$ cat config.mk
export PLATFORM = sky130hd
export DESIGN_NAME = pcp_mac
export DESIGN_NICKNAME = d
export VERILOG_FILES = /design/src/sv/pcp_pkg.sv /design/src/sv/pcp_mac.sv
export SDC_FILE = /design/constraint.sdc
export NUM_CORES = 2
export LEC_CHECK = 0
export ABC_AREA = 0
export BUFFER_PORTS_ARGS = -buffer_cell sky130_fd_sc_hd__buf_2
export CORE_ASPECT_RATIO = 0.6
export CORE_MARGIN = 2
export CORE_UTILIZATION = 50
export CTS_CLUSTER_DIAMETER = 100
export CTS_CLUSTER_SIZE = 10
export DETAILED_ROUTE_END_ITERATION = 8
export PLACE_DENSITY = 0.75
export SKIP_CTS_REPAIR_TIMING = 1
export SLEW_MARGIN = 10
export SYNTH_ARGS = -nofsm -noshare
export SYNTH_HDL_FRONTEND = slang
export SYNTH_SLANG_ARGS = --single-unit
$ cat constraint.sdc
create_clock -name clk -period 15.2 [get_ports clk]
set_input_delay 3.04 -clock clk [delete_from_list [all_inputs] [get_ports clk]]
set_output_delay 3.04 -clock clk [all_outputs]
set_load 0.02 [all_outputs]
$ cat src/sv/pcp_pkg.sv
// ----------------------------------------------------------------------------
// pcp_pkg
// Shared types, widths, codes and the per-edge step schedule.
// ----------------------------------------------------------------------------
package pcp_pkg;

  // Field widths
  localparam int COORD_W    = 24;   // Q12.12 coordinate
  localparam int NORM_W     = 16;   // Q1.15 normal component
  localparam int CNT_W      = 5;    // vertex_count register
  localparam int VIDX_W     = 4;    // vertex_index field
  localparam int CFG_IDX_W  = 3;
  localparam int CFG_DATA_W = 24;
  localparam int VTX_W      = 3 * COORD_W;

  // Datapath widths, exact for all inputs
  localparam int DIFF_W  = COORD_W + 1;   // edge vector, shifted point
  localparam int B_W     = COORD_W + 2;   // point minus edge start
  localparam int MUL_W   = 27;            // shared multiplier operand
  localparam int PROD_W  = 2 * MUL_W;
  localparam int CROSS_W = 52;            // cross product component
  localparam int HALF_W  = CROSS_W / 2;   // split of a cross component
  localparam int DOT_W   = 70;            // triple product

  localparam int DEFAULT_MAX_VERTICES = 16;
  localparam int MIN_VERTICES         = 3;

  // Request codes
  localparam logic REQ_LOAD  = 1'b0;
  localparam logic REQ_QUERY = 1'b1;

  // Register indexes
  localparam logic [CFG_IDX_W-1:0] REG_VERTEX_COUNT = 3'd0;
  localparam logic [CFG_IDX_W-1:0] REG_ORIGIN_X     = 3'd1;
  localparam logic [CFG_IDX_W-1:0] REG_ORIGIN_Y     = 3'd2;
  localparam logic [CFG_IDX_W-1:0] REG_ORIGIN_Z     = 3'd3;
  localparam logic [CFG_IDX_W-1:0] REG_NORMAL_X     = 3'd4;
  localparam logic [CFG_IDX_W-1:0] REG_NORMAL_Y     = 3'd5;
  localparam logic [CFG_IDX_W-1:0] REG_NORMAL_Z     = 3'd6;

  localparam logic [CNT_W-1:0]  RST_VERTEX_COUNT = 5'd3;
  localparam logic [NORM_W-1:0] RST_NORMAL_Z     = 16'h7FFF;

  // Sequencer states
  typedef enum logic [2:0] {
    S_IDLE,
    S_RD_FIRST,
    S_LD_FIRST,
    S_RD_NEXT,
    S_SETUP,
    S_MAC,
    S_ADV,
    S_FIN
  } state_t;

  // Multiplier operand selects
  typedef enum logic [2:0] {
    OPA_AX,
    OPA_AY,
    OPA_AZ,
    OPA_CLO,
    OPA_CHI
  } opa_t;

  typedef enum logic [2:0] {
    OPB_BX,
    OPB_BY,
    OPB_BZ,
    OPB_NX,
    OPB_NY,
    OPB_NZ
  } opb_t;

  // What to do with the product in the cycle after it is issued
  typedef enum logic [2:0] {
    ACT_NONE,
    ACT_CROSS_LOAD,
    ACT_CROSS_DIFF,
    ACT_DOT_LOAD,
    ACT_DOT_LO,
    ACT_DOT_HI,
    ACT_DOT_HI_LAST
  } act_t;

  typedef struct packed {
    opa_t opa;
    opb_t opb;
    act_t act;
  } mac_ctrl_t;

  typedef struct packed {
    logic done;   // triple product complete this cycle
    logic neg;    // its sign
  } mac_stat_t;

  typedef struct packed {
    logic take_point;
    logic mem_rd;
    logic take_first;
    logic take_edge;
    logic advance;
  } seq_ctrl_t;

  localparam int STEP_W = 4;
  localparam logic [STEP_W-1:0] MAC_LAST_STEP = 4'd13;

  // Per-edge schedule: cx, cy, cz each take two products, and each is
  // folded into the dot sum as a low and a high half times the normal.
  function automatic mac_ctrl_t mac_step(input logic [STEP_W-1:0] step);
    mac_ctrl_t c;
    c = '{opa: OPA_AX, opb: OPB_BX, act: ACT_NONE};
    case (step)
      4'd0:  c = '{opa: OPA_AY,  opb: OPB_BZ, act: ACT_CROSS_LOAD};
      4'd1:  c = '{opa: OPA_AZ,  opb: OPB_BY, act: ACT_CROSS_DIFF};
      4'd2:  c = '{opa: OPA_AZ,  opb: OPB_BX, act: ACT_CROSS_LOAD};
      4'd3:  c = '{opa: OPA_CLO, opb: OPB_NX, act: ACT_DOT_LOAD};
      4'd4:  c = '{opa: OPA_CHI, opb: OPB_NX, act: ACT_DOT_HI};
      4'd5:  c = '{opa: OPA_AX,  opb: OPB_BZ, act: ACT_CROSS_DIFF};
      4'd6:  c = '{opa: OPA_AX,  opb: OPB_BY, act: ACT_CROSS_LOAD};
      4'd7:  c = '{opa: OPA_CLO, opb: OPB_NY, act: ACT_DOT_LO};
      4'd8:  c = '{opa: OPA_CHI, opb: OPB_NY, act: ACT_DOT_HI};
      4'd9:  c = '{opa: OPA_AY,  opb: OPB_BX, act: ACT_CROSS_DIFF};
      4'd11: c = '{opa: OPA_CLO, opb: OPB_NZ, act: ACT_DOT_LO};
      4'd12: c = '{opa: OPA_CHI, opb: OPB_NZ, act: ACT_DOT_HI_LAST};
      default: c = '{opa: OPA_AX, opb: OPB_BX, act: ACT_NONE};
    endcase
    return c;
  endfunction

endpackage

$ cat src/sv/pcp_mac.sv
// ----------------------------------------------------------------------------
// pcp_mac
// Shared 27x27 signed multiplier with cross and triple-product accumulators.
// ----------------------------------------------------------------------------
module pcp_mac
  import pcp_pkg::*;
(
  input  logic                     clk,
  input  logic                     rst,
  input  mac_ctrl_t                ctrl,
  input  logic signed [DIFF_W-1:0] ax,
  input  logic signed [DIFF_W-1:0] ay,
  input  logic signed [DIFF_W-1:0] az,
  input  logic signed [B_W-1:0]    bx,
  input  logic signed [B_W-1:0]    by,
  input  logic signed [B_W-1:0]    bz,
  input  logic signed [NORM_W-1:0] nx,
  input  logic signed [NORM_W-1:0] ny,
  input  logic signed [NORM_W-1:0] nz,
  output mac_stat_t                stat
);

  logic signed [MUL_W-1:0]   op_a;
  logic signed [MUL_W-1:0]   op_b;
  logic signed [PROD_W-1:0]  prod;
  act_t                      act_q;
  logic signed [CROSS_W-1:0] cross_acc;
  logic signed [CROSS_W-1:0] c_hold;
  logic signed [DOT_W-1:0]   dot;
  logic signed [DOT_W-1:0]   dot_next;
  logic signed [DOT_W-1:0]   lo_term;
  logic signed [DOT_W-1:0]   hi_term;

  // Select multiplier operands
  always_comb begin
    case (ctrl.opa)
      OPA_AX:  op_a = MUL_W'(ax);
      OPA_AY:  op_a = MUL_W'(ay);
      OPA_AZ:  op_a = MUL_W'(az);
      OPA_CLO: op_a = $signed({1'b0, c_hold[HALF_W-1:0]});
      OPA_CHI: op_a = MUL_W'($signed(c_hold[CROSS_W-1:HALF_W]));
      default: op_a = '0;
    endcase
    case (ctrl.opb)
      OPB_BX:  op_b = MUL_W'(bx);
      OPB_BY:  op_b = MUL_W'(by);
      OPB_BZ:  op_b = MUL_W'(bz);
      OPB_NX:  op_b = MUL_W'(nx);
      OPB_NY:  op_b = MUL_W'(ny);
      OPB_NZ:  op_b = MUL_W'(nz);
      default: op_b = '0;
    endcase
  end

  // Register the product and the action that goes with it
  always_ff @(posedge clk) begin
    prod <= op_a * op_b;
    if (rst) begin
      act_q <= ACT_NONE;
    end else begin
      act_q <= ctrl.act;
    end
  end

  // Line up a half product at its weight in the triple product
  assign lo_term = DOT_W'(prod);
  assign hi_term = DOT_W'(prod) <<< HALF_W;

  always_comb begin
    case (act_q)
      ACT_DOT_LOAD:    dot_next = lo_term;
      ACT_DOT_LO:      dot_next = dot + lo_term;
      ACT_DOT_HI:      dot_next = dot + hi_term;
      ACT_DOT_HI_LAST: dot_next = dot + hi_term;
      default:         dot_next = dot;
    endcase
  end

  // Accumulate cross components and the triple product
  always_ff @(posedge clk) begin
    case (act_q)
      ACT_CROSS_LOAD: cross_acc <= CROSS_W'(prod);
      ACT_CROSS_DIFF: c_hold    <= cross_acc - CROSS_W'(prod);
      default: ;
    endcase
    dot <= dot_next;
  end

  assign stat.done = (act_q == ACT_DOT_HI_LAST);
  assign stat.neg  = dot_next[DOT_W-1];

endmodule

After elaboration in Yosys (flattened, before gate mapping)

Cells that the tools add are included.

Bits in registers: 231
Input port bits: 212

$add $sub $neg: 3
Multiply operators: 1
Equal/unequal tests: 15
Muxes and demuxes: 3
Reductions and logical operators: 4

Operators with widths:

| kind                 | count |
|---|---|
| $pmux W70 S3         | 1 |
| $pmux W27 S6         | 1 |
| $pmux W27 S5         | 1 |
| $add A70 B54 Y70     | 1 |
| $add A70 B70 Y70     | 1 |
| $mul A27 B27 Y54     | 1 |
| $sub A52 B52 Y52     | 1 |
| $eq A3 B2 Y1 const B | 6 |
| $eq A3 B3 Y1 const B | 6 |
| $eq A3 B1 Y1 const B | 3 |
| $logic_not A3 Y1     | 2 |
| $reduce_bool A3 Y1   | 1 |
| $reduce_or A2 Y1     | 1 |

Longest topological paths before layout

Depth in word-level cells: 3
Depth in mapped cells: 38
Mapped depth without buffers: 33

Worst setup path after synthesis

Ideal clock, no wire load.

Kind: in2reg
Start: in ctrl[3] (netlist name)
End: reg prod[47]
Setup time: 136 ps
Arrival time: 11,003 ps
Setup slack: 4,061 ps
Cell stages on the path: 32
Buffers on the path: 4
Path through: clkbuf_1 buf_2 buf_1 mux2i_1 nor2_1 a21oi_1 clkbuf_1 nor2_1 fa_1 inv_1 fa_1 inv_1 fa_1 inv_1 fa_1 inv_1 fa_1 fa_1 inv_1 fa_1 inv_1 ha_1 and3_1 a221oi_1 o21ai_0 nand4_1 o2111ai_1 nand2_1 o21ai_1 a21o_1 mux2i_1 o2111ai_1

Longest elaborated chain between the ends: 3
Elaborated cells on any way between the ends: 8
Those cells by class: mul: 1; eq/ne: 5; mux: 1; reduce/logical: 1

RTL lines:

| item                                       | RTL line      | text |
|---|---|---|
| start: declaration                         | pcp_mac.sv:10 | `input mac_ctrl_t ctrl,` |
| $eq A3 B3 Y1, or another cell as far along | pcp_mac.sv:44 | `case (ctrl.opb)` |
| $pmux W27 S6 *                             | pcp_mac.sv:44 |  |
| $mul A27 B27 Y54 *                         | pcp_mac.sv:57 | `prod <= op_a * op_b;` |
| end signal: assignment                     | pcp_mac.sv:57 |  |
| end: declaration                           | pcp_mac.sv:25 | `logic signed [PROD_W-1:0] prod;` |

Every way passes the cells marked *; elsewhere a longest branch is shown, timed or not.
A chain may end at the register's enable or synchronous reset.

Worst setup path in the final report

Start: in ctrl[7] (netlist name)
End: reg prod[46]

Longest elaborated chain between the ends: 3
Elaborated cells on any way between the ends: 7
Those cells by class: mul: 1; eq/ne: 4; mux: 1; reduce/logical: 1

RTL lines:

| item                                       | RTL line      | text |
|---|---|---|
| $eq A3 B3 Y1, or another cell as far along | pcp_mac.sv:36 | `case (ctrl.opa)` |
| $pmux W27 S5 *                             | pcp_mac.sv:36 |  |
| $mul A27 B27 Y54 *                         | pcp_mac.sv:57 |  |

Marked as above.

==> qor.yml <==
status: "complete, no violations"
clk_latency_ps: 570
grt_setup_unrepaired: "false"
synth-edff-count: 173
hold_path_class: "flop to flop"
layout_commonest_cell: "inv_1"
viasPerCell: 5.96
die_area_um2: 91600
drt_iter0_markers: 4572
die_h_um: 235
skew_ps: 26.8
grt_max_degree: 53
cp_slowest_stage_delay_ps: 1060
rows: 84
die_w_um: 389
pin_count: 214
synth_nets: 6335
htree_num_levels: 1
synth_top_family_by_area: "adder cells"
synth_top_area_cell: "fa_1"
drv_cap: 0
area_growth_pct: 7.15
gp_congestion: 0.993
synth_mux_area_share_pct: 1.79
yosysWarnings: 0
drive_gt1_share_pct: 7.53
crit_cells: 28
yosys-top-cells-area: "fa_1 34%, edfxtp_1 12%, ha_1 9.0%, inv_1 8.2%, nand2_1 5.6%"
dr.pass1.iters: 8
period_share_pct: 83.2
gr-total-overflow: 0
setup_viol_count_final: 0
reg2reg_setup_slack_ps: 5660
finalSetupTns_ps: 0
grt_usage_pct: 32.5
r2r_end: "prod[46]"
syn_area_um2: 44500
required_ps: 15690
cp-end-kind: "flop"
ys_ff_latch: 231
synth_xor_area_share_pct: 3.93
clk_path_buf_depth: 3
cts-root-buf: "clkbuf_16"
cts_tree: "done"
cpMostUsedCell: "fa_1"
post-place-ws_ps: 2400
synth-main-ff-cell: "edfxtp_1"
cp-startpoint: "ctrl[7]"
syn-instance-count: 5038
antenna_found_initial: 4
hold_ws_ps: 470
async_flop_share_pct: 0
remaining_drc_errors: 0
rr_startpoint: "c_hold[15]"
synth_compound_area_share_pct: 13.5
fillers: 7957
setup_slack_ps: 2550
wl_per_cell_um: 23.2
synth_area_per_cell_um2: 8.84
synth_fa_ha_area_share_pct: 43.4
startpoint_type: "primary input"
min_period_ps: 12650
final_cell_mix: "978 x inv_1, 765 x fa_1, 667 x nand2_1"
critPathTopFamily: "compound AO/OA/AOI/OAI gates"
grt_pass1_vias: 37900
grt_first_pass_wirelength_mm: 228
synth-simple-area-share_pct: 13.0
max_slew.worst_pin.slew_ps: 1310
reg2reg_depth: 27
clk_pin_slew_worst_paths_ps: 60
dp_hpwl_mm: 120
numPortBuffers: 213
ys_seq_area_share_pct: 14.3
ant_nets: 0
hp-start: "prod[50]"
critPathCapture: "prod[46]"
cts_buffers: 27
initial_core_util_pct: 50.6
finalHoldViolCount: 0
slew_viol_final: 0
final_nets: 6433
max-slew-margin-rel_pct: 12.7
arrival_ps: 13140
cpMaxStageDelayCell: "a221o_1"
max_clock_freq_mhz: 79.1
wl_mm: 147
core-area_um2: 88000
cp_max_fo: 28
yosysUniqueCellTypes: 93
crit_buf_inv: 6
cts.sink_count: 231
critPathKind: "primary input to flop"
synth.top_cell.area_share_pct: 34.4
vias: 37700
## area by class of cell
cell class / instances / area, µm² / share of cell area, %
multi-input cells: 3607 / 33800 / 70.9
flip-flops and latches: 231 / 6360 / 13.3
inverters: 979 / 3670 / 7.70
repair buffers: 290 / 1640 / 3.43
well taps: 1161 / 1450 / 3.04
clock buffers: 48 / 754 / 1.58
diodes: 5 / 12.5 / 0.0262
clock inverters: 1 / 8.76 / 0.0184
## worst min-delay path by stage
stage / depth (start not counted) / slack [ps] / endpoint
floorplan: 0 / 440 / cross_acc[45]
global placement: 0 / 460 / cross_acc[50]
detailed placement: 0 / 460 / cross_acc[50]
CTS: 0 / 470 / cross_acc[50]
global route: 0 / 510 / cross_acc[50]
finish: 0 / 470 / cross_acc[50]
## flip-flops by register name, indices dropped and copies added, names as in the netlist
register   cells
act_q          3
c_hold        52
cross_acc     52
dot           70
prod          54
## kinds of logic after synthesis
logic type / Yosys count
and+or+nand+nor: 1343
buffers and inverters: 1200
adders and majority gates: 1085
AOI/OAI and AO/OA: 909
DFF: 231
xor gates and xnor gates: 200
muxes: 70
## layer usage
metal	GRT usage, %	up-vias	share of wire (%)
met3	10.8	293	15
met1	49.3	18600	43
met5	0	-	0.0054
li1	-	16400	-
met2	43.8	2350	39
met4	8.81	2	3.2
## stage by stage
step | instance area (µm²) | std cells | util (%)
after global placement | 46900 | 6263 | 53.3
after detailed placement | 47000 | 6268 | 53.4
after global routing | 47700 | 6318 | 54.2
after floorplan | 44500 | 5038 | -
after CTS | 47700 | 6317 | 54.2
final | 47700 | 6322 | 54.3
## cells in the mapped netlist (58+ instances only)
library cell	number
inv_1	978
fa_1	765
nand2_1	667
nor2_1	362
ha_1	320
a21oi_1	234
clkbuf_1	201
edfxtp_1	173
o21ai_0	163
xnor2_1	131
a21o_1	130
xor2_1	69
dfxtp_1	58
Power is not shown: default switching activity piles up to over one toggle a cycle in this logic, so the estimate is an artifact.
