`config.mk`:
```
export PLATFORM = sky130hd
export DESIGN_NAME = pcp_seq
export DESIGN_NICKNAME = d
export VERILOG_FILES = /design/src/sv/pcp_pkg.sv /design/src/sv/pcp_seq.sv
export SDC_FILE = /design/constraint.sdc
export NUM_CORES = 1
export LEC_CHECK = 0
export ABC_AREA = 1
export BUFFER_PORTS_ARGS = -buffer_cell sky130_fd_sc_hd__buf_2
export CORE_AREA = 5 5 60 62
export DETAILED_ROUTE_END_ITERATION = 7
export DIE_AREA = 0 0 65 67
export PLACE_DENSITY = 0.75
export SETUP_SLACK_MARGIN = 0.1
export SYNTH_ARGS = -nofsm -noshare
export SYNTH_HDL_FRONTEND = slang
export SYNTH_SLANG_ARGS = --single-unit
```
`constraint.sdc`:
```
create_clock -name clk -period 2.55 [get_ports clk]
set_input_delay 0.51 -clock clk [delete_from_list [all_inputs] [get_ports clk]]
set_output_delay 0.51 -clock clk [all_outputs]
set_load 0.03 [all_outputs]
```
`src/sv/pcp_pkg.sv`:
```
// ----------------------------------------------------------------------------
// pcp_pkg
// Shared types, widths, codes and the per-edge step schedule.
// ----------------------------------------------------------------------------
package pcp_pkg;

  // Field widths
  localparam int COORD_W    = 24;   // Q12.12 coordinate
  localparam int NORM_W     = 16;   // Q1.15 normal component
  localparam int CNT_W      = 5;    // vertex_count register
  localparam int VIDX_W     = 4;    // vertex_index field
  localparam int CFG_IDX_W  = 3;
  localparam int CFG_DATA_W = 24;
  localparam int VTX_W      = 3 * COORD_W;

  // Datapath widths, exact for all inputs
  localparam int DIFF_W  = COORD_W + 1;   // edge vector, shifted point
  localparam int B_W     = COORD_W + 2;   // point minus edge start
  localparam int MUL_W   = 27;            // shared multiplier operand
  localparam int PROD_W  = 2 * MUL_W;
  localparam int CROSS_W = 52;            // cross product component
  localparam int HALF_W  = CROSS_W / 2;   // split of a cross component
  localparam int DOT_W   = 70;            // triple product

  localparam int DEFAULT_MAX_VERTICES = 16;
  localparam int MIN_VERTICES         = 3;

  // Request codes
  localparam logic REQ_LOAD  = 1'b0;
  localparam logic REQ_QUERY = 1'b1;

  // Register indexes
  localparam logic [CFG_IDX_W-1:0] REG_VERTEX_COUNT = 3'd0;
  localparam logic [CFG_IDX_W-1:0] REG_ORIGIN_X     = 3'd1;
  localparam logic [CFG_IDX_W-1:0] REG_ORIGIN_Y     = 3'd2;
  localparam logic [CFG_IDX_W-1:0] REG_ORIGIN_Z     = 3'd3;
  localparam logic [CFG_IDX_W-1:0] REG_NORMAL_X     = 3'd4;
  localparam logic [CFG_IDX_W-1:0] REG_NORMAL_Y     = 3'd5;
  localparam logic [CFG_IDX_W-1:0] REG_NORMAL_Z     = 3'd6;

  localparam logic [CNT_W-1:0]  RST_VERTEX_COUNT = 5'd3;
  localparam logic [NORM_W-1:0] RST_NORMAL_Z     = 16'h7FFF;

  // Sequencer states
  typedef enum logic [2:0] {
    S_IDLE,
    S_RD_FIRST,
    S_LD_FIRST,
    S_RD_NEXT,
    S_SETUP,
    S_MAC,
    S_ADV,
    S_FIN
  } state_t;

  // Multiplier operand selects
  typedef enum logic [2:0] {
    OPA_AX,
    OPA_AY,
    OPA_AZ,
    OPA_CLO,
    OPA_CHI
  } opa_t;

  typedef enum logic [2:0] {
    OPB_BX,
    OPB_BY,
    OPB_BZ,
    OPB_NX,
    OPB_NY,
    OPB_NZ
  } opb_t;

  // What to do with the product in the cycle after it is issued
  typedef enum logic [2:0] {
    ACT_NONE,
    ACT_CROSS_LOAD,
    ACT_CROSS_DIFF,
    ACT_DOT_LOAD,
    ACT_DOT_LO,
    ACT_DOT_HI,
    ACT_DOT_HI_LAST
  } act_t;

  typedef struct packed {
    opa_t opa;
    opb_t opb;
    act_t act;
  } mac_ctrl_t;

  typedef struct packed {
    logic done;   // triple product complete this cycle
    logic neg;    // its sign
  } mac_stat_t;

  typedef struct packed {
    logic take_point;
    logic mem_rd;
    logic take_first;
    logic take_edge;
    logic advance;
  } seq_ctrl_t;

  localparam int STEP_W = 4;
  localparam logic [STEP_W-1:0] MAC_LAST_STEP = 4'd13;

  // Per-edge schedule: cx, cy, cz each take two products, and each is
  // folded into the dot sum as a low and a high half times the normal.
  function automatic mac_ctrl_t mac_step(input logic [STEP_W-1:0] step);
    mac_ctrl_t c;
    c = '{opa: OPA_AX, opb: OPB_BX, act: ACT_NONE};
    case (step)
      4'd0:  c = '{opa: OPA_AY,  opb: OPB_BZ, act: ACT_CROSS_LOAD};
      4'd1:  c = '{opa: OPA_AZ,  opb: OPB_BY, act: ACT_CROSS_DIFF};
      4'd2:  c = '{opa: OPA_AZ,  opb: OPB_BX, act: ACT_CROSS_LOAD};
      4'd3:  c = '{opa: OPA_CLO, opb: OPB_NX, act: ACT_DOT_LOAD};
      4'd4:  c = '{opa: OPA_CHI, opb: OPB_NX, act: ACT_DOT_HI};
      4'd5:  c = '{opa: OPA_AX,  opb: OPB_BZ, act: ACT_CROSS_DIFF};
      4'd6:  c = '{opa: OPA_AX,  opb: OPB_BY, act: ACT_CROSS_LOAD};
      4'd7:  c = '{opa: OPA_CLO, opb: OPB_NY, act: ACT_DOT_LO};
      4'd8:  c = '{opa: OPA_CHI, opb: OPB_NY, act: ACT_DOT_HI};
      4'd9:  c = '{opa: OPA_AY,  opb: OPB_BX, act: ACT_CROSS_DIFF};
      4'd11: c = '{opa: OPA_CLO, opb: OPB_NZ, act: ACT_DOT_LO};
      4'd12: c = '{opa: OPA_CHI, opb: OPB_NZ, act: ACT_DOT_HI_LAST};
      default: c = '{opa: OPA_AX, opb: OPB_BX, act: ACT_NONE};
    endcase
    return c;
  endfunction

endpackage

```
`src/sv/pcp_seq.sv`:
```
// ----------------------------------------------------------------------------
// pcp_seq
// Query sequencer: walks the edges, steps the shared multiplier, holds the
// result register.
// ----------------------------------------------------------------------------
module pcp_seq
  import pcp_pkg::*;
#(
  parameter int MAX_VERTICES = DEFAULT_MAX_VERTICES
) (
  input  logic                            clk,
  input  logic                            rst,
  input  logic                            in_valid,
  input  logic                            req_type,
  input  logic                            out_stall,
  input  logic [CNT_W-1:0]                vertex_count,
  input  mac_stat_t                       mac_stat,
  output logic                            in_stall,
  output logic                            out_valid,
  output logic                            inside_res,
  output logic [$clog2(MAX_VERTICES)-1:0] rd_addr,
  output seq_ctrl_t                       ctrl,
  output mac_ctrl_t                       mac_ctrl
);

  localparam int IW  = $clog2(MAX_VERTICES);
  localparam int NW0 = $clog2(MAX_VERTICES + 1);
  localparam int LW  = (NW0 > CNT_W) ? NW0 : CNT_W;

  state_t            state;
  state_t            state_next;
  logic [IW-1:0]     edge_idx;
  logic [IW-1:0]     last_idx;
  logic [IW-1:0]     next_idx;
  logic [STEP_W-1:0] step;
  logic              all_neg;
  logic              query_go;
  logic              res_free;
  logic              out_valid_next;
  logic [LW-1:0]     vc_ext;
  logic [LW-1:0]     n_eff;
  logic [LW-1:0]     n_m1;

  // Clamp the vertex count into the supported range
  always_comb begin
    vc_ext = LW'(vertex_count);
    if (vc_ext < LW'(MIN_VERTICES)) begin
      n_eff = LW'(MIN_VERTICES);
    end else if (vc_ext > LW'(MAX_VERTICES)) begin
      n_eff = LW'(MAX_VERTICES);
    end else begin
      n_eff = vc_ext;
    end
    n_m1     = n_eff - LW'(1);
    last_idx = n_m1[IW-1:0];
  end

  // Edge end vertex, wrapping to the first
  assign next_idx = (edge_idx == last_idx) ? '0 : edge_idx + IW'(1);
  assign query_go = (state == S_IDLE) && in_valid && (req_type == REQ_QUERY);
  assign res_free = !out_valid || !out_stall;

  // Next state
  always_comb begin
    state_next = state;
    case (state)
      S_IDLE:     if (query_go) state_next = S_RD_FIRST;
      S_RD_FIRST: state_next = S_LD_FIRST;
      S_LD_FIRST: state_next = S_RD_NEXT;
      S_RD_NEXT:  state_next = S_SETUP;
      S_SETUP:    state_next = S_MAC;
      S_MAC:      if (step == MAC_LAST_STEP) state_next = S_ADV;
      S_ADV:      state_next = (edge_idx == last_idx) ? S_FIN : S_RD_NEXT;
      S_FIN:      if (res_free) state_next = S_IDLE;
      default:    state_next = S_IDLE;
    endcase
  end

  // Outputs of the state
  always_comb begin
    in_stall        = (state != S_IDLE);
    ctrl            = '0;
    ctrl.take_point = query_go;
    rd_addr         = next_idx;
    mac_ctrl        = '{opa: OPA_AX, opb: OPB_BX, act: ACT_NONE};
    case (state)
      S_RD_FIRST: begin
        ctrl.mem_rd = 1'b1;
        rd_addr     = '0;
      end
      S_LD_FIRST: ctrl.take_first = 1'b1;
      S_RD_NEXT:  ctrl.mem_rd = 1'b1;
      S_SETUP:    ctrl.take_edge = 1'b1;
      S_MAC:      mac_ctrl = mac_step(step);
      S_ADV:      ctrl.advance = 1'b1;
      default: ;
    endcase
  end

  // Hold the result until taken; a new one lands when the register frees up
  always_comb begin
    out_valid_next = out_valid && out_stall;
    if (state == S_FIN && res_free) begin
      out_valid_next = 1'b1;
    end
  end

  always_ff @(posedge clk) begin
    if (rst) begin
      state     <= S_IDLE;
      out_valid <= 1'b0;
      edge_idx  <= '0;
      step      <= '0;
    end else begin
      state     <= state_next;
      out_valid <= out_valid_next;
      // Advance the edge walk
      if (query_go) begin
        edge_idx <= '0;
      end else if (state == S_ADV && edge_idx != last_idx) begin
        edge_idx <= edge_idx + IW'(1);
      end
      // Advance the multiplier schedule
      if (state == S_SETUP) begin
        step <= '0;
      end else if (state == S_MAC) begin
        step <= step + STEP_W'(1);
      end
    end
  end

  // Track whether every edge so far gave a negative value
  always_ff @(posedge clk) begin
    if (query_go) begin
      all_neg <= 1'b1;
    end else if (mac_stat.done && !mac_stat.neg) begin
      all_neg <= 1'b0;
    end
    if (state == S_FIN && res_free) begin
      inside_res <= all_neg;
    end
  end

endmodule

```
# Word level (Yosys, flattened, before mapping)
# Memory sizes are Yosys's and may differ from the RTL's. A register that Yosys moved wholly into a read port is not among the register bits.
# Cells that the tools add are included.
# op_classes
addsub	3
mul	0
div_mod_pow	0
n_lt_le_gt_ge	2
eq_ne	13
shifts	0
mux	17
n_bitwise	0
n_reduce_logical	16
# op_table
cell	count
$mux W4	6
$pmux W3 S8	1
$eq A3 B3 Y1 const B	4
$mux W3	4
$mux W9	1
$add A4 B1 Y4 const B	2
$eq A3 B2 Y1 const B	2
$logic_and A1 B1 Y1	6
$ne A2 B2 Y1 const B	3
$reduce_or A2 Y1	3
$gt A5 B5 Y1 const B	1
$lt A5 B2 Y1 const B	1
$mux W1	5
$eq A4 B4 Y1	1
$eq A4 B4 Y1 const B	1
$ne A4 B4 Y1	1
$sub A4 B1 Y4 const B	1
$eq A3 B1 Y1 const B	1
$logic_not A1 Y1	3
$logic_not A3 Y1	1
$reduce_and A3 Y1	1
$reduce_bool A3 Y1	1
$logic_or A1 B1 Y1	1
# word_totals
register_bits	14
latch_bits	0
ramBits	0
romBits	144
input_bits	12
word_cells	58
mem_count	1
# memory_table
name	depth	word_bits	read_ports	rd_ports_with_merged_regs	wr	line_no	rtl
(no name shown)	16	9	1	1	0	pcp_pkg.sv:112	case (step)

# Longest topological paths before layout
# depth
word_depth	7
depth_mapped	15

# Worst setup path before layout
# Ideal clock, no wire load.
# synth_timing
path_type	input to output
start	input vertex_count[2]
end	output rd_addr[0]
arrival_ns	2.087
t_required_ns	2.040
slack_ns	-0.047
path_stages	13
path_cell_list	inv_1 > nand2_1 > a21oi_1 > inv_1 > ha_1 > xor2_1 > nand2_1 > nor2_1 > nand2_1 > inv_1 > nand2_2 > nand2_1 > nor2_1
# synth_between
elab_chain_cells	7
elab_cells_between_ends	8
classes_between	add/sub (1); order compare (2); eq/ne (1); mux (4)
# synth_rtl
element	line_no	rtl
from (decl)	pcp_seq.sv:16	input logic [CNT_W-1:0] vertex_count,
$gt A5 B5 Y1	pcp_seq.sv:49	end else if (vc_ext > LW'(MAX_VERTICES)) begin
$mux W4	pcp_seq.sv:49	
$mux W4 (*)	pcp_seq.sv:47	if (vc_ext < LW'(MIN_VERTICES)) begin
$sub A4 B1 Y4 (*)	pcp_seq.sv:54	n_m1 = n_eff - LW'(1);
$eq A4 B4 Y1 (*)	pcp_seq.sv:59	assign next_idx = (edge_idx == last_idx) ? '0 : edge_idx + IW'(1);
$mux W4 (*)	pcp_seq.sv:59	
$mux W4 (*)	pcp_seq.sv:86	case (state)
to (decl)	pcp_seq.sv:21	output logic [$clog2(MAX_VERTICES)-1:0] rd_addr,
# Every way passes the cells marked *; elsewhere a longest branch is shown, timed or not.

# Worst setup path after layout
# layout_timing
start	input vertex_count[2]
end	output rd_addr[3]
# Same word-level chain as after synthesis.

==> results.md <==
* Cts bufs inserted at 3
* Detail Route Antenna Nets at 0
* Hold Crit Class: primary input to flop
* Routed WL at 3570 um
* Share of cells above drive strength 1 at 35.5%
* WP buf/inv at 5
* Die H at 67 um
* Largest net degree at the start of global routing at 13
* Lkg Pwr at 1.01 nW
* Syn Std Cell Area at 1560 um2
* Dpl cells at 282
* Core Rows at 20
* Via count at 1470
* Pre-CTS WS at -0.0664 ns
* Final setup margin at 0.0465 ns
* Avg WL per Cell at 12.0 um
* Max Fclk at 399 MHz
* Slowest cell on crit path: ha_4
* Fin area at 2010 um2
* Filler instances at 250
* DIE WIDTH at 65 um
* Clk buf depth at 2
* Final net count at 288
* #FFs+latches synth at 23
* Core Util, Final at 67.6%
* Vias per inst at 4.93
* Slew Limit Fails at 0
* Die ar. at 4360 um2
* I/O pins at 33
* HPWL after DPL at 2360 um
* Max incr delay on CP at 0.26 ns
* Final Hold Viols at 0
* Area delta synth->final at 29.2%
* Tightest Pin Transition at 0.425 ns
* Clk_lat worst skew at 0.32 ns
* Sequential cell area fraction in the yosys report at 30.2%
* Pre-antenna DRT Iters at 4
* Clock root buffer: clkbuf_4
* Finished Layout Cells at 298
* Endpoint class of the critical path: primary output
* Final Skew at 0.00189 ns
* TritonCTS clock tree: yes
* Clock tree sinks at 23
* Initial antenna violation count at 0
* Number of diodes at 0
* CP Cell Sequence: buf_8 -> inv_6 -> nand2_4 -> a21oi_4 -> inv_2 -> ha_4 -> xor2_1 -> nand2_1 -> nor2_1 -> nand2_1 -> inv_2 -> nand2_4 -> nand2_8 -> nor2_4 -> buf_6
* Min Tclk post-route at 2.50 ns
* CP Launch Type: primary input
* CP delay by family, top: simple AND/OR/NAND/NOR gates
* Kind of critical path: primary input to primary output
* Global-route wire length before repair at 5660 um
* CP Max Fanout at 4
* Peak supply drop at 0.359 mV
* Max-cap violations at 0
* WP data required at 2.04 ns
* Total global-route track usage at 16.4%
* # port buffers at 32
* 1st-iter DRT viols at 54
* Worst-path clk slew at 0.13 ns
* Setup TNS at 0 ns
* Starting Density at 52.3%
* Avg Cell Area, Syn at 7.18 um2
* Worst rel slew slack at 71.5%
* Power Dens Cells at 380 nW/um2
* Crit path DAT at 1.99 ns
* Cells after synthesis at 217
* Placed cell areas at 1790 um2
* Synth cell types at 33
* Mapped Nets at 239
* DR DRC count at 0
* Synth warn at 0
* Vias in the first global route at 1345
* Final setup viols at 0
* GP Congestion at 0.811
* H-tree Lvls at 1
* Crit share post-route at 98.2%
* CORE AREA at 2980 um2
* Grt ovf at 0
* Unrepaired setup endpoints after global routing: true
* Status: finished, final reports clean
[cell usage after synthesis, drive strengths merged]
| cell type | number | share of area, % |
|---|---|---|
| nand2 | 49 | 13 |
| inv | 43 | 11 |
| nor2 | 31 | 8.6 |
| dfxtp | 22 | 28 |
| nand3 | 16 | 7.4 |
| a21oi | 12 | 3.9 |
| ha | 10 | 8.0 |
| o21ai | 10 | 3.9 |
| xor2 | 5 | 3.3 |
| buf | 4 | 2.7 |
| nor3 | 4 | 1.9 |
| o211ai | 3 | 2.1 |
| nand3b | 2 | 1.8 |
| xnor2 | 2 | 1.1 |
| a31oi | 1 | 0.40 |
| edfxtp | 1 | 1.9 |
| o21bai | 1 | 0.48 |
| o31ai | 1 | 0.80 |
[layout make-up]
cell class	count	area (um2)	share of cell area [%]
timing repair buffer	48	325	16.2
inverter	43	174	8.64
sequential	23	470	23.4
clock buffer	4	26.3	1.31
tap	33	41.3	2.05
multi-input combinational	147	976	48.5
[layout by cell type (no fill, tap or decap), types with 3 or more instances in the layout]
cell	netlist	routed
nand2_1	45	43
inv_1	38	32
buf_2	0	26
nor2_1	28	23
dfxtp_1	22	22
buf_4	1	16
nand3_1	12	12
a21oi_1	12	11
ha_1	10	9
inv_2	3	7
nor2_4	2	6
o21ai_0	6	5
o21ai_2	3	4
buf_6	3	4
nand2_4	1	3
inv_4	2	3
xor2_1	4	3
clkbuf_4	0	3
[kinds of logic after synthesis]
logic type / synth area share (%)
buf+inv: 13.3
compound gates: 11.6
xor+xnor: 4.42
simple gates: 32.5
fa+ha+maj: 8.03
flops: 30.2
[worst paths after layout]
path / start / endpoint / slack [ns] / depth (start not counted)
max: vertex_count[2] / rd_addr[3] / 0.05 / 15
min: rst / state[2] / 0.37 / 2
max reg2reg: state[2] / flop / 0.52 / 9
min reg2reg: all_neg / inside_res / 0.45 / 0
[power by group]
part | internal (mW) | switching (mW)
registers | 0.373 | 0.0106
logic | 0.0796 | 0.126
clock network | 0.0613 | 0.115
total | 0.514 | 0.251
[per-stage QoR]
step                total power, mW  hold slack (ns)
floorplan                     0.513            0.402
global placement              0.551            0.409
detailed placement            0.554            0.416
CTS                           0.746            0.357
global route                  0.801            0.359
finish                        0.765            0.366
[repair_timing]
action,in CTS,in global routing
hold buffers,0,0
endpoints found under the setup margin,4,4
setup buffers,8,4
gates cloned,0,0
pin swaps,8,10
gates resized for setup,17,15
[per-layer routing]
metal	vias up	global-route usage (%)	part of all wire, %	routed length, um
met1	661	18.8	42	1510
li1	770	-	-	-
met4	0	4.22	0.84	30
met5	-	0	0	0
met3	4	3.54	3.4	122
met2	35	30.5	53	1900
(Power assumes the default switching activity.)
