`src/sv/pcp_pkg.sv`:
```
// ----------------------------------------------------------------------------
// pcp_pkg
// Shared types, widths, codes and the per-edge step schedule.
// ----------------------------------------------------------------------------
package pcp_pkg;

  // Field widths
  localparam int COORD_W    = 24;   // Q12.12 coordinate
  localparam int NORM_W     = 16;   // Q1.15 normal component
  localparam int CNT_W      = 5;    // vertex_count register
  localparam int VIDX_W     = 4;    // vertex_index field
  localparam int CFG_IDX_W  = 3;
  localparam int CFG_DATA_W = 24;
  localparam int VTX_W      = 3 * COORD_W;

  // Datapath widths, exact for all inputs
  localparam int DIFF_W  = COORD_W + 1;   // edge vector, shifted point
  localparam int B_W     = COORD_W + 2;   // point minus edge start
  localparam int MUL_W   = 27;            // shared multiplier operand
  localparam int PROD_W  = 2 * MUL_W;
  localparam int CROSS_W = 52;            // cross product component
  localparam int HALF_W  = CROSS_W / 2;   // split of a cross component
  localparam int DOT_W   = 70;            // triple product

  localparam int DEFAULT_MAX_VERTICES = 16;
  localparam int MIN_VERTICES         = 3;

  // Request codes
  localparam logic REQ_LOAD  = 1'b0;
  localparam logic REQ_QUERY = 1'b1;

  // Register indexes
  localparam logic [CFG_IDX_W-1:0] REG_VERTEX_COUNT = 3'd0;
  localparam logic [CFG_IDX_W-1:0] REG_ORIGIN_X     = 3'd1;
  localparam logic [CFG_IDX_W-1:0] REG_ORIGIN_Y     = 3'd2;
  localparam logic [CFG_IDX_W-1:0] REG_ORIGIN_Z     = 3'd3;
  localparam logic [CFG_IDX_W-1:0] REG_NORMAL_X     = 3'd4;
  localparam logic [CFG_IDX_W-1:0] REG_NORMAL_Y     = 3'd5;
  localparam logic [CFG_IDX_W-1:0] REG_NORMAL_Z     = 3'd6;

  localparam logic [CNT_W-1:0]  RST_VERTEX_COUNT = 5'd3;
  localparam logic [NORM_W-1:0] RST_NORMAL_Z     = 16'h7FFF;

  // Sequencer states
  typedef enum logic [2:0] {
    S_IDLE,
    S_RD_FIRST,
    S_LD_FIRST,
    S_RD_NEXT,
    S_SETUP,
    S_MAC,
    S_ADV,
    S_FIN
  } state_t;

  // Multiplier operand selects
  typedef enum logic [2:0] {
    OPA_AX,
    OPA_AY,
    OPA_AZ,
    OPA_CLO,
    OPA_CHI
  } opa_t;

  typedef enum logic [2:0] {
    OPB_BX,
    OPB_BY,
    OPB_BZ,
    OPB_NX,
    OPB_NY,
    OPB_NZ
  } opb_t;

  // What to do with the product in the cycle after it is issued
  typedef enum logic [2:0] {
    ACT_NONE,
    ACT_CROSS_LOAD,
    ACT_CROSS_DIFF,
    ACT_DOT_LOAD,
    ACT_DOT_LO,
    ACT_DOT_HI,
    ACT_DOT_HI_LAST
  } act_t;

  typedef struct packed {
    opa_t opa;
    opb_t opb;
    act_t act;
  } mac_ctrl_t;

  typedef struct packed {
    logic done;   // triple product complete this cycle
    logic neg;    // its sign
  } mac_stat_t;

  typedef struct packed {
    logic take_point;
    logic mem_rd;
    logic take_first;
    logic take_edge;
    logic advance;
  } seq_ctrl_t;

  localparam int STEP_W = 4;
  localparam logic [STEP_W-1:0] MAC_LAST_STEP = 4'd13;

  // Per-edge schedule: cx, cy, cz each take two products, and each is
  // folded into the dot sum as a low and a high half times the normal.
  function automatic mac_ctrl_t mac_step(input logic [STEP_W-1:0] step);
    mac_ctrl_t c;
    c = '{opa: OPA_AX, opb: OPB_BX, act: ACT_NONE};
    case (step)
      4'd0:  c = '{opa: OPA_AY,  opb: OPB_BZ, act: ACT_CROSS_LOAD};
      4'd1:  c = '{opa: OPA_AZ,  opb: OPB_BY, act: ACT_CROSS_DIFF};
      4'd2:  c = '{opa: OPA_AZ,  opb: OPB_BX, act: ACT_CROSS_LOAD};
      4'd3:  c = '{opa: OPA_CLO, opb: OPB_NX, act: ACT_DOT_LOAD};
      4'd4:  c = '{opa: OPA_CHI, opb: OPB_NX, act: ACT_DOT_HI};
      4'd5:  c = '{opa: OPA_AX,  opb: OPB_BZ, act: ACT_CROSS_DIFF};
      4'd6:  c = '{opa: OPA_AX,  opb: OPB_BY, act: ACT_CROSS_LOAD};
      4'd7:  c = '{opa: OPA_CLO, opb: OPB_NY, act: ACT_DOT_LO};
      4'd8:  c = '{opa: OPA_CHI, opb: OPB_NY, act: ACT_DOT_HI};
      4'd9:  c = '{opa: OPA_AY,  opb: OPB_BX, act: ACT_CROSS_DIFF};
      4'd11: c = '{opa: OPA_CLO, opb: OPB_NZ, act: ACT_DOT_LO};
      4'd12: c = '{opa: OPA_CHI, opb: OPB_NZ, act: ACT_DOT_HI_LAST};
      default: c = '{opa: OPA_AX, opb: OPB_BX, act: ACT_NONE};
    endcase
    return c;
  endfunction

endpackage

```
`src/sv/pcp_vmem.sv`:
```
// ----------------------------------------------------------------------------
// pcp_vmem
// Vertex table: one write port, one read port with registered read data.
// ----------------------------------------------------------------------------
module pcp_vmem
  import pcp_pkg::*;
#(
  parameter int DEPTH = DEFAULT_MAX_VERTICES
) (
  input  logic                     clk,
  input  logic                     wr_en,
  input  logic [$clog2(DEPTH)-1:0] wr_addr,
  input  logic [VTX_W-1:0]         wr_data,
  input  logic                     rd_en,
  input  logic [$clog2(DEPTH)-1:0] rd_addr,
  output logic [VTX_W-1:0]         rd_data
);

  logic [VTX_W-1:0] mem [DEPTH];

  // Write a vertex
  always_ff @(posedge clk) begin
    if (wr_en) begin
      mem[wr_addr] <= wr_data;
    end
  end

  // Read a vertex; the read data is registered
  always_ff @(posedge clk) begin
    if (rd_en) begin
      rd_data <= mem[rd_addr];
    end
  end

endmodule

```
`config.mk`:
```
export PLATFORM = sky130hd
export DESIGN_NAME = pcp_vmem
export DESIGN_NICKNAME = d
export VERILOG_FILES = /design/src/sv/pcp_pkg.sv /design/src/sv/pcp_vmem.sv
export SDC_FILE = /design/constraint.sdc
export NUM_CORES = 1
export LEC_CHECK = 0
export BUFFER_PORTS_ARGS = -buffer_cell sky130_fd_sc_hd__buf_2
export CAP_MARGIN = 5
export CORE_MARGIN = 2
export CORE_UTILIZATION = 55
export DETAILED_ROUTE_END_ITERATION = 12
export PLACE_DENSITY = 0.75
export SLEW_MARGIN = 20
export SYNTH_ARGS = -nofsm -noshare
export SYNTH_HDL_FRONTEND = slang
export SYNTH_SLANG_ARGS = --single-unit
```
`constraint.sdc`:
```
create_clock -name clk -period 6.8 [get_ports clk]
set_input_delay 0.68 -clock clk [delete_from_list [all_inputs] [get_ports clk]]
set_output_delay 0.68 -clock clk [all_outputs]
set_load 0.03 [all_outputs]
```
### Word level (Yosys, flattened, before mapping)

Memories as Yosys holds them, arrays and structs flattened. A register that Yosys moved wholly into a read port is not among the register bits.
Index checks and enable logic that the tools add are counted.

| cells by class | value |
|---|---|
| muxes and demuxes | 2 |

Operators by type and width:

| kind | number |
|---|---|
| 1-bit two-way mux | 2 |

| storage, ports and cells | value |
|---|---|
| flip-flop bits (word level) | 0 |
| bits in writable memories | 1152 |
| memories kept | 1 |
| logic and storage cells | 3 |
| input port bits | 83 |

Memories:

| name | words | bits a word | rd ports | clocked after Yosys merged registers in | write ports | line | RTL |
|---|---|---|---|---|---|---|---|
| mem | 16 | 72 | 1 | 1 | 1 | pcp_vmem.sv:19 | `logic [VTX_W-1:0] mem [DEPTH];` |

### Logic depth before layout (Yosys ltp)

Gate-level depths: netlist (run 1).

| depth | value |
|---|---|
| depth in word-level cells | 2 |
| gate-level depth with buffers | 6 |
| mapped depth without buffers | 3 |

### Least setup slack after synthesis (run 1)

No wires, ideal clock.

| path | value |
|---|---|
| path kind | in2reg |
| start point | in wr_addr[2] |
| end point | mem mem[0][0] (netlist name), enable pin |
| slack | 0.129 ns |
| stages on the path | 2 |
| data arrival time | 6.080 ns |
| buffers on the path | 0 |
| data required time | 6.208 ns |
| setup time | 0.592 ns |
| cells stage by stage | or3b_2 > nor3_1 |

RTL lines:

| element | line | RTL |
|---|---|---|
| from (decl) | pcp_vmem.sv:12 | `input logic [$clog2(DEPTH)-1:0] wr_addr,` |
| to (decl) | pcp_vmem.sv:19 |  |

No word-level cell before the write port.

### Final worst setup path (run 1)

| path | value |
|---|---|
| start point | in wr_addr[2] |
| end point | mem mem[3][53] (netlist name), enable pin |

No word-level cell before the write port.

==> flow_summary.toml, run 1 <==
[global_route]
grt_util_all_layers_pct = 23.9
globalRouteOverflowTotal = 0
grt_pass1_wl_um = 147000
grt_pass1_vias = 22149
pin_count_of_the_biggest_net_entering_global_routing = 109
grt_antenna_before_repair = 17

[drt]
via_per_inst = 6.42
routed_wirelength_um = 100000
firstDrtPassIters = 5
wl_per_cell_um = 30.9
number_of_nets_still_failing_antenna_checks_after_routing = 0
initialDrtViolationCount = 2448
drc = 0
vias = 20780

[cts]
clock-root-buffer = "clkbuf_16"
sink_count = 1224
clockBufferDepth = 3
post_cts.resized_instances = 0
post_cts_buffers = 0
h-tree-depth = 3
clock_transition_time_at_the_flip_flop_clock_pins_of_the_worst_setup_and_hold_paths_ns = 0.06
cts-buffers-inserted = 112
tritoncts_clock_tree = "done"
clock_latency_reported_for_the_late_side_of_the_worst_skew_pair_ns = 0.67
post_cts_hold_buffer_count = 0

[critical_path]
crit_required_ns = 7.08
end_kind = "register"
worstPathCellList = "buf_2 > or3b_2 > nor2_4 > buf_4 > buf_4"
timing.critical_path.fanout_max = 32
crit_arrival_ns = 2.99
critical_path.max_stage_delay_ns = 0.60
slowest_stage = "or3b_2"
most_frequent_cell_on_the_critical_path = "buf_4"
path_class = "in -> reg"
critPathLaunchType = "input pin"

[die]
initial_utilization_pct = 55.3
rows = 105
floorplan.die.width_um = 291
ioPinCount = 155
dieArea_um2 = 84600
die_h_um = 291
core_um2 = 81800

[placed_design]
port_buffers = 154
place_congestion = 0.709
postPlaceCellArea_um2 = 47400
post-dp-hpwl_um = 47700

[yosys]
synthesis.nets = 1933
post_synth_num_cell_types = 17
avgSynthCellArea_um2 = 24.5
synth_seq_area_share_pct = 81.2
netlist_area_um2 = 45300
synthesis.instances = 1850
yosys_warn_count = 0
yosys_register_bits = 1224

[sta]
final.min_clock_period_ns = 2.71
layout_worst_path_cycle_share_pct = 39.8
max_freq_ghz = 0.369
transition_at_the_pin_with_the_smallest_max_transition_slack_ns = 1.18
worst_slew_margin_rel_pct = 21.1
fin_skew_ns = 0.0199
timing.final.setup_violations = 0
hold_viol_final = 0
setup_repair_after_global_routing_missed_its_margin = "no"
totalNegativeSetupSlack_ns = 0
finalMaxSlewViolations = 0

[power_and_ir_drop]
power.ir.vdd_worst_uv = 227
total_leakage_power_uw = 0.0163
p_per_area_nw_per_um2 = 308

[finish]
n_fill_cell = 5200
postLayoutCellArea_um2 = 51200
area_growth_pct = 13.0
layout-drive-gt1-share_pct = 31.0
layout.nets = 2148
fin_util_pct = 62.5

[run_status]
outcome = "finished clean"

[flow_run]
drv.max_cap_violation_count = 0

[min_path]
min_path_type = "in -> reg"
-- final cells by class --
type / instances / area (µm²) / share of cell area (%)
Multi-Input combinational cell: 531 / 8110 / 15.8
Clock inverter: 77 / 848 / 1.66
Antenna cell: 8 / 20.0 / 0.0391
Tap cell: 1070 / 1340 / 2.62
Clock buffer: 130 / 2910 / 5.69
Timing Repair Buffer: 196 / 1170 / 2.29
Sequential cell: 1224 / 36800 / 71.9
-- worst max-delay path, delay by kind of cell --
family        cells  cell delay, ns
simple gates      2            0.97
buf+inv           3            1.28
-- flip-flops by register name (all words and copies together), names as in the netlist --
| name | cells |
|---|---|
| rd_data | 72 |
| mem | 1152 |
-- cell usage after synthesis --
cell type	count	area share [%]
a22oi_1	144	2.4
and2_1	1	0.014
buf_1	7	0.058
buf_2	10	0.11
buf_4	9	0.15
buf_6	19	0.47
clkbuf_1	50	0.41
edfxtp_1	1224	81
mux4_2	288	14
nand2_1	73	0.61
nand2b_1	2	0.028
nand3_1	1	0.011
nand3b_1	2	0.033
nor2_1	13	0.11
nor2b_1	2	0.028
nor3_1	4	0.044
or3b_2	1	0.019
-- per-stage QoR --
stage | power, µW | hold WS, ns | setup slack, ns | std cells
after detailed placement | 9490 | 0.732 | 3.42 | 3021
final | 15700 | 0.383 | 4.09 | 3236
after CTS | 15800 | 0.350 | 4.12 | 3228
after global placement | 9450 | 0.725 | 3.46 | 3021
after global routing | 16100 | 0.372 | 4.01 | 3232
after floorplan | 9180 | 0.710 | 0.129 | 1850
-- cells by family (layout without fill, tap and decap cells) --
logic type      Yosys count  count (layout)  share of synthesized area, %
flops                  1224            1224                          81.2
mux                     288             288                          14.3
compound gates          144             144                          2.39
simple gates             99              99                         0.890
buf+inv                  95             403                          1.21
other cells               0               8                             0
-- layer usage --
| layer | up-vias | global-route usage, % | wire (µm) |
|---|---|---|---|
| met5 | - | 0 | 108 |
| li1 | 8439 | - | - |
| met4 | 16 | 6.42 | 2060 |
| met2 | 1112 | 39.1 | 50800 |
| met3 | 154 | 4.38 | 9200 |
| met1 | 11059 | 33.7 | 37900 |
-- report_power, final --
part | internal (µW) | switching (µW) | total [µW]
Sequential | 8500 | 57.6 | 8560
Clock | 3720 | 2690 | 6400
Combinational | 281 | 494 | 776
Total | 12500 | 3240 | 15700
-- cells in the final DEF, fill, tap and decap left out, drive strengths merged, types with 6 or more instances in the layout --
cell type	n
bufinv	17
nand2	73
clkinv	51
mux4	288
buf	196
nor2	13
diode	8
clkbuf	130
inv	6
edfxtp	1224
a22oi	144
-- worst paths after layout --
check | start | end | slack (ns) | cells past startpoint
max | wr_addr[2] | mem[3][53] | 4.09 | 5
min | wr_data[32] | mem[9][32] | 0.38 | 1
max reg2reg | mem[11][29] | rd_data[29] | 5.21 | 3
min reg2reg | mem[14][7] | rd_data[7] | 0.73 | 3
Note: power is estimated with default switching activity, not from simulation.
==> run 2: changes to the inputs <==
--- a/config.mk
+++ b/config.mk
@@ -10,7 +10,7 @@
 export CORE_MARGIN = 2
 export CORE_UTILIZATION = 55
 export DETAILED_ROUTE_END_ITERATION = 12
-export PLACE_DENSITY = 0.75
+export PLACE_DENSITY = 0.72
 export SLEW_MARGIN = 20
 export SYNTH_ARGS = -nofsm -noshare
 export SYNTH_HDL_FRONTEND = slang
==> constraint.sdc (replaced) <==
create_clock -name clk -period 2.7 [get_ports clk]
set_input_delay 0.27 -clock clk [delete_from_list [all_inputs] [get_ports clk]]
set_output_delay 0.27 -clock clk [all_outputs]
set_load 0.03 [all_outputs]
==> run 2 against run 1 <==
Against the previous run:
- via count is 2.0% higher
- global-route usage is 0.36 points higher
- sequential share of layout area is 2.5 points lower
- critical path depth is 4 lower
- combinational power grew to 2.8 times the previous value
- sequential cell count stayed put
- cell count is 4.1% higher
- die area stayed put
- power grew to 2.5 times the previous value
- routed wire length is 0.91% higher
- critical path type is now reg -> out
- largest power group unchanged
==> flow_summary.toml, run 2 (synthesized netlist as in run 1, its figures left out) <==
[power_and_ir_drop]
sw_share_pct = 20.9
seq_power_share_pct = 54.3
power_after_layout_uw = 39700
power.ir.vdd_worst_uv = 602
net-switching-power_uw = 8280
pwr-share-clk_pct = 40.2
intPower_uw = 31400
p_per_area_nw_per_um2 = 749
share_comb_of_total_power_pct = 5.5
total_leakage_power_uw = 0.0171

[global_route]
globalRouteOverflowTotal = 0
grt_util_all_layers_pct = 24.2
grt_antenna_before_repair = 5
grt_pass1_vias = 22253
grt_pass1_wl_um = 148000
pin_count_of_the_biggest_net_entering_global_routing = 73

[die]
floorplan.die.width_um = 291
initial_utilization_pct = 55.3
rows = 105
ioPinCount = 155
die_h_um = 291
core_um2 = 81800
dieArea_um2 = 84600

[cts]
clockBufferDepth = 3
clock-root-buffer = "clkbuf_16"
post_cts.resized_instances = 0
clock_transition_time_at_the_flip_flop_clock_pins_of_the_worst_setup_and_hold_paths_ns = 0.06
clock_latency_reported_for_the_late_side_of_the_worst_skew_pair_ns = 0.69
cts-buffers-inserted = 117
h-tree-depth = 3
tritoncts_clock_tree = "done"
sink_count = 1224

[finish]
largest_register = "mem"
fin_util_pct = 64.8
layout-drive-gt1-share_pct = 31.5
layout_cells_excl_fill = 3369
layout.nets = 2281
area_growth_pct = 17.1
largest_reg_flops = 1152
mostFrequentLayoutCells = "edfxtp_1, mux4_2, buf_2, a22oi_1, clkbuf_16"
reg_top3 = "mem (1152), rd_data (72)"
layout_commonest_cell = "edfxtp_1"

[critical_path]
reg2reg_setup_slack_ns = 1.22
worst_r2r_endpoint = "rd_data[37]"
timing.critical_path.fanout_max = 1
critPathTopFamily = "flip-flops"
critical_path.max_stage_delay_ns = 0.49
end_kind = "primary output"
crit_arrival_ns = 1.41
worst_setup_path_startpoint = "rd_data[35]"
r2r_cells = 3
slowest_stage = "edfxtp_1"
critPathLaunchType = "register"
worstPathCellList = "buf_2"
crit_end = "rd_data[35]"
cp_num_cells = 1
path_class = "reg -> out"
regToRegStartpoint = "mem[0][37]"
crit_required_ns = 2.43
path_buf_inv = 1

[sta]
worst_slew_margin_rel_pct = 51.3
transition_at_the_pin_with_the_smallest_max_transition_slack_ns = 0.731
setup_slack_ns = 1.02
final.min_clock_period_ns = 1.68
finalMaxSlewViolations = 0
totalNegativeSetupSlack_ns = 0
setup_repair_after_global_routing_missed_its_margin = "no"
max_freq_ghz = 0.597
timing.final.setup_violations = 0
hold_viol_final = 0
fin_skew_ns = 0.0223
layout_worst_path_cycle_share_pct = 62.1

[placed_design]
post-place-cells = 3077
port_buffers = 154
post-dp-hpwl_um = 52100
place_congestion = 0.740
pre_cts_setup_slack_ns = 0.500

[drt]
routed_wirelength_um = 101000
wl_per_cell_um = 30.0
firstDrtPassIters = 6
drc = 0
number_of_nets_still_failing_antenna_checks_after_routing = 0
via_per_inst = 6.29
initialDrtViolationCount = 2176
vias = 21186

[run_status]
outcome = "finished clean"

[flow_run]
drv.max_cap_violation_count = 0

[min_path]
min_path_type = "in -> reg"
==> run 2: area by class of cell <==
cell class / count / area (µm²)
clock buffer: 140 / 3060
multi-input combinational: 531 / 8130
antenna: 1 / 2.50
sequential: 1224 / 36800
timing repair buffer: 324 / 3010
tap: 1070 / 1340
clock inverter: 79 / 721
fill: 5121 / 28800
==> run 2: power by group through the flow <==
stage	clock (µW)	sequential [µW]	combinational, µW
floorplan	0	22100	1030
global placement	0	21900	2030
detailed placement	0	22000	2080
CTS	16200	21600	2190
global route	16900	21600	2310
finish	16000	21600	2160
==> run 2: what timing repair did <==
item	CTS	global route
endpoints found under the setup margin	0	0
endpoints found under the hold margin	1152	0
setup buffers	0	0
hold buffers	72	0
==> run 2: how the worst min path moves through the flow <==
stage,startpoint,endpoint,cells past startpoint
2_1_floorplan,wr_data[0],mem[0][0],0
3_3_place_gp,wr_data[53],mem[14][53],1
3_5_place_dp,wr_data[10],mem[4][10],1
4_1_cts,wr_addr[0],mem[12][36],2
5_1_grt,wr_addr[1],mem[12][36],2
6_report,wr_addr[1],mem[12][36],2
==> run 2: per-stage QoR <==
| stage | area, µm² | hold WS [ns] |
|---|---|---|
| after global routing | 53000 | 0.127 |
| after global placement | 48500 | 0.620 |
| after CTS | 53000 | 0.102 |
| after detailed placement | 48500 | 0.644 |
| final | 53000 | 0.122 |
| after floorplan | 45400 | 0.369 |
==> run 2: per-layer routing <==
metal  global-route usage [%]  vias to the layer above  wire (µm)
li1                         -                     8703          -
met1                     33.6                    11299      38900
met2                     41.1                     1030      52300
met3                     3.83                      146       7970
met4                     5.71                        8       1810
met5                        0                        -         52
==> run 3: changes to the inputs <==
--- a/config.mk
+++ b/config.mk
@@ -10,7 +10,7 @@
 export CORE_MARGIN = 2
 export CORE_UTILIZATION = 55
 export DETAILED_ROUTE_END_ITERATION = 12
-export PLACE_DENSITY = 0.72
+export PLACE_DENSITY = 0.75
 export SLEW_MARGIN = 20
 export SYNTH_ARGS = -nofsm -noshare
 export SYNTH_HDL_FRONTEND = slang
==> constraint.sdc (replaced) <==
create_clock -name clk -period 1.5 [get_ports clk]
set_input_delay 0.15 -clock clk [delete_from_list [all_inputs] [get_ports clk]]
set_output_delay 0.15 -clock clk [all_outputs]
set_load 0.03 [all_outputs]
==> run 3 against run 2 <==
Against the previous run:
- the run now ends with setup timing left
- combinational power grew 100%
- clock power grew 71%
- global-route usage grew 1.2 points
- register-to-register slack lost 1.2 ns
- sequential cell count is the same
- via count grew 3.1%
- cell area grew 3.7%
- cell count grew 3.3%
- non-clock buffer count grew 123
- die area is the same
- worst hold slack lost 0.0015 ns
- sequential power grew 80%
==> flow_summary.toml, run 3 (synthesized netlist as in run 1, its figures left out) <==
[run_status]
outcome = "finished, violations left"
failing_checks = "setup timing"

[min_path]
min_path_type = "in -> reg"

[flow_run]
drv.max_cap_violation_count = 0

[cts]
sink_count = 1224
post_cts_buffers = 0
clock-root-buffer = "clkbuf_16"
tritoncts_clock_tree = "done"
cts-buffers-inserted = 114
clockBufferDepth = 3
clock_latency_reported_for_the_late_side_of_the_worst_skew_pair_ns = 0.68
clock_transition_time_at_the_flip_flop_clock_pins_of_the_worst_setup_and_hold_paths_ns = 0.06
h-tree-depth = 3

[die]
rows = 105
core_um2 = 81800
initial_utilization_pct = 55.3
floorplan.die.width_um = 291
ioPinCount = 155
die_h_um = 291
dieArea_um2 = 84600

[sta]
setup_repair_after_global_routing_missed_its_margin = "yes"
final.min_clock_period_ns = 1.56
fin_skew_ns = 0.0463
layout_worst_path_cycle_share_pct = 104
max_freq_ghz = 0.643
finalMaxSlewViolations = 0
transition_at_the_pin_with_the_smallest_max_transition_slack_ns = 0.444
setup_slack_ns = -0.0551
worst_slew_margin_rel_pct = 70.4
timing.final.setup_violations = 4
hold_viol_final = 0

[drt]
drc = 0
initialDrtViolationCount = 2609
number_of_nets_still_failing_antenna_checks_after_routing = 0
vias = 21839
firstDrtPassIters = 7
via_per_inst = 6.27
wl_per_cell_um = 30.3
routed_wirelength_um = 105000

[finish]
largest_register = "mem"
postLayoutCellArea_um2 = 55000
antenna-diode-count = 0
largest_reg_flops = 1152
layout_commonest_cell = "edfxtp_1"
layout.nets = 2401
mostFrequentLayoutCells = "edfxtp_1, mux4_2, buf_12, buf_2, a22oi_1"
reg_top3 = "mem (1152), rd_data (72)"
n_fill_cell = 4842
layout-drive-gt1-share_pct = 35.6
area_growth_pct = 21.4

[placed_design]
place_congestion = 0.770
post-dp-hpwl_um = 61800
postPlaceCellArea_um2 = 50500
port_buffers = 154

[critical_path]
path_class = "reg -> out"
slowest_stage = "edfxtp_1"
crit_required_ns = 1.35
timing.critical_path.fanout_max = 1
critPathTopFamily = "flip-flops"
critPathLaunchType = "register"
end_kind = "primary output"
path_buf_inv = 1
worstPathCellList = "buf_6"
crit_arrival_ns = 1.41
critical_path.max_stage_delay_ns = 0.51

[power_and_ir_drop]
p_per_area_nw_per_um2 = 1290
power.ir.vdd_worst_uv = 987
total_leakage_power_uw = 0.0179
power_after_layout_uw = 70600

[global_route]
grt_util_all_layers_pct = 25.4
pin_count_of_the_biggest_net_entering_global_routing = 42
grt_pass1_vias = 23138
globalRouteOverflowTotal = 0
grt_antenna_before_repair = 4
grt_pass1_wl_um = 155000
run 3: cell count changes in the layout (fill, tap and decap cells not counted), moves of 2 or more:
cell,previous run,this run
clkinv_4,1,3
buf_6,0,19
nand2_2,0,4
a22oi_1,144,126
clkbuf_16,119,114
a22oi_2,0,18
clkinv_2,24,19
nand2_1,73,69
buf_12,61,142
buf_4,38,81
clkbuf_1,21,27
buf_2,151,130
clkinv_1,34,29
bufinv_16,11,7
run 3: layout make-up:
cell class | count | area [µm²] | area share [%]
flip-flops and latches | 1224 | 36800 | 66.9
repair buffers | 447 | 5080 | 9.24
well taps | 1070 | 1340 | 2.44
clock buffers | 141 | 2950 | 5.38
multi-input cells | 531 | 8250 | 15.0
clock inverters | 68 | 587 | 1.07
run 3: timing repair:
action | in CTS | in global routing
hold endpoints to repair | 1178 | 0
endpoints found under the setup margin | 22 | 29
resized for setup | 43 | 20
pin swaps | 1 | 7
hold buffers | 73 | 0
run 3: metal layers:
metal / share of wire [%] / global-route usage, %
met1: 37 / 34.4
met2: 51 / 42.7
met3: 8.7 / 4.23
met4: 2.9 / 8.58
met5: 0.048 / 0
run 3: final timing paths:
kind	from	to	slack, ns	depth (start not counted)
setup / recovery	rd_data[36]	rd_data[36]	-0.06	1
hold / removal	wr_addr[2]	mem[0][36]	0.12	4
setup reg to reg	mem[1][0]	rd_data[0]	0.01	3
hold reg to reg	mem[14][67]	rd_data[67]	0.73	3
run 3: stage by stage:
stage | setup slack, ns | util, % | std cells | setup TNS (ns) | hold WS, ns
after global placement | -0.362 | 61.7 | 3199 | -92.86 | 0.511
after detailed placement | -0.406 | 61.7 | 3199 | -105.52 | 0.532
after floorplan | -1.31 | - | 1850 | -1275.08 | 0.249
final | -0.0551 | 67.1 | 3481 | -0.117 | 0.120
after global routing | -0.0737 | 67.1 | 3481 | -0.384 | 0.114
after CTS | -0.0933 | 67.0 | 3481 | -0.475 | 0.0896
run 3: power breakdown:
group          internal, µW  leakage [µW]  total [µW]  switching [µW]
combinational          1930       0.00508        4390            2450
sequential            38500        0.0111       38800             282
clock                 15200       0.00173       27400           12200
total                 55700        0.0179       70600           14900
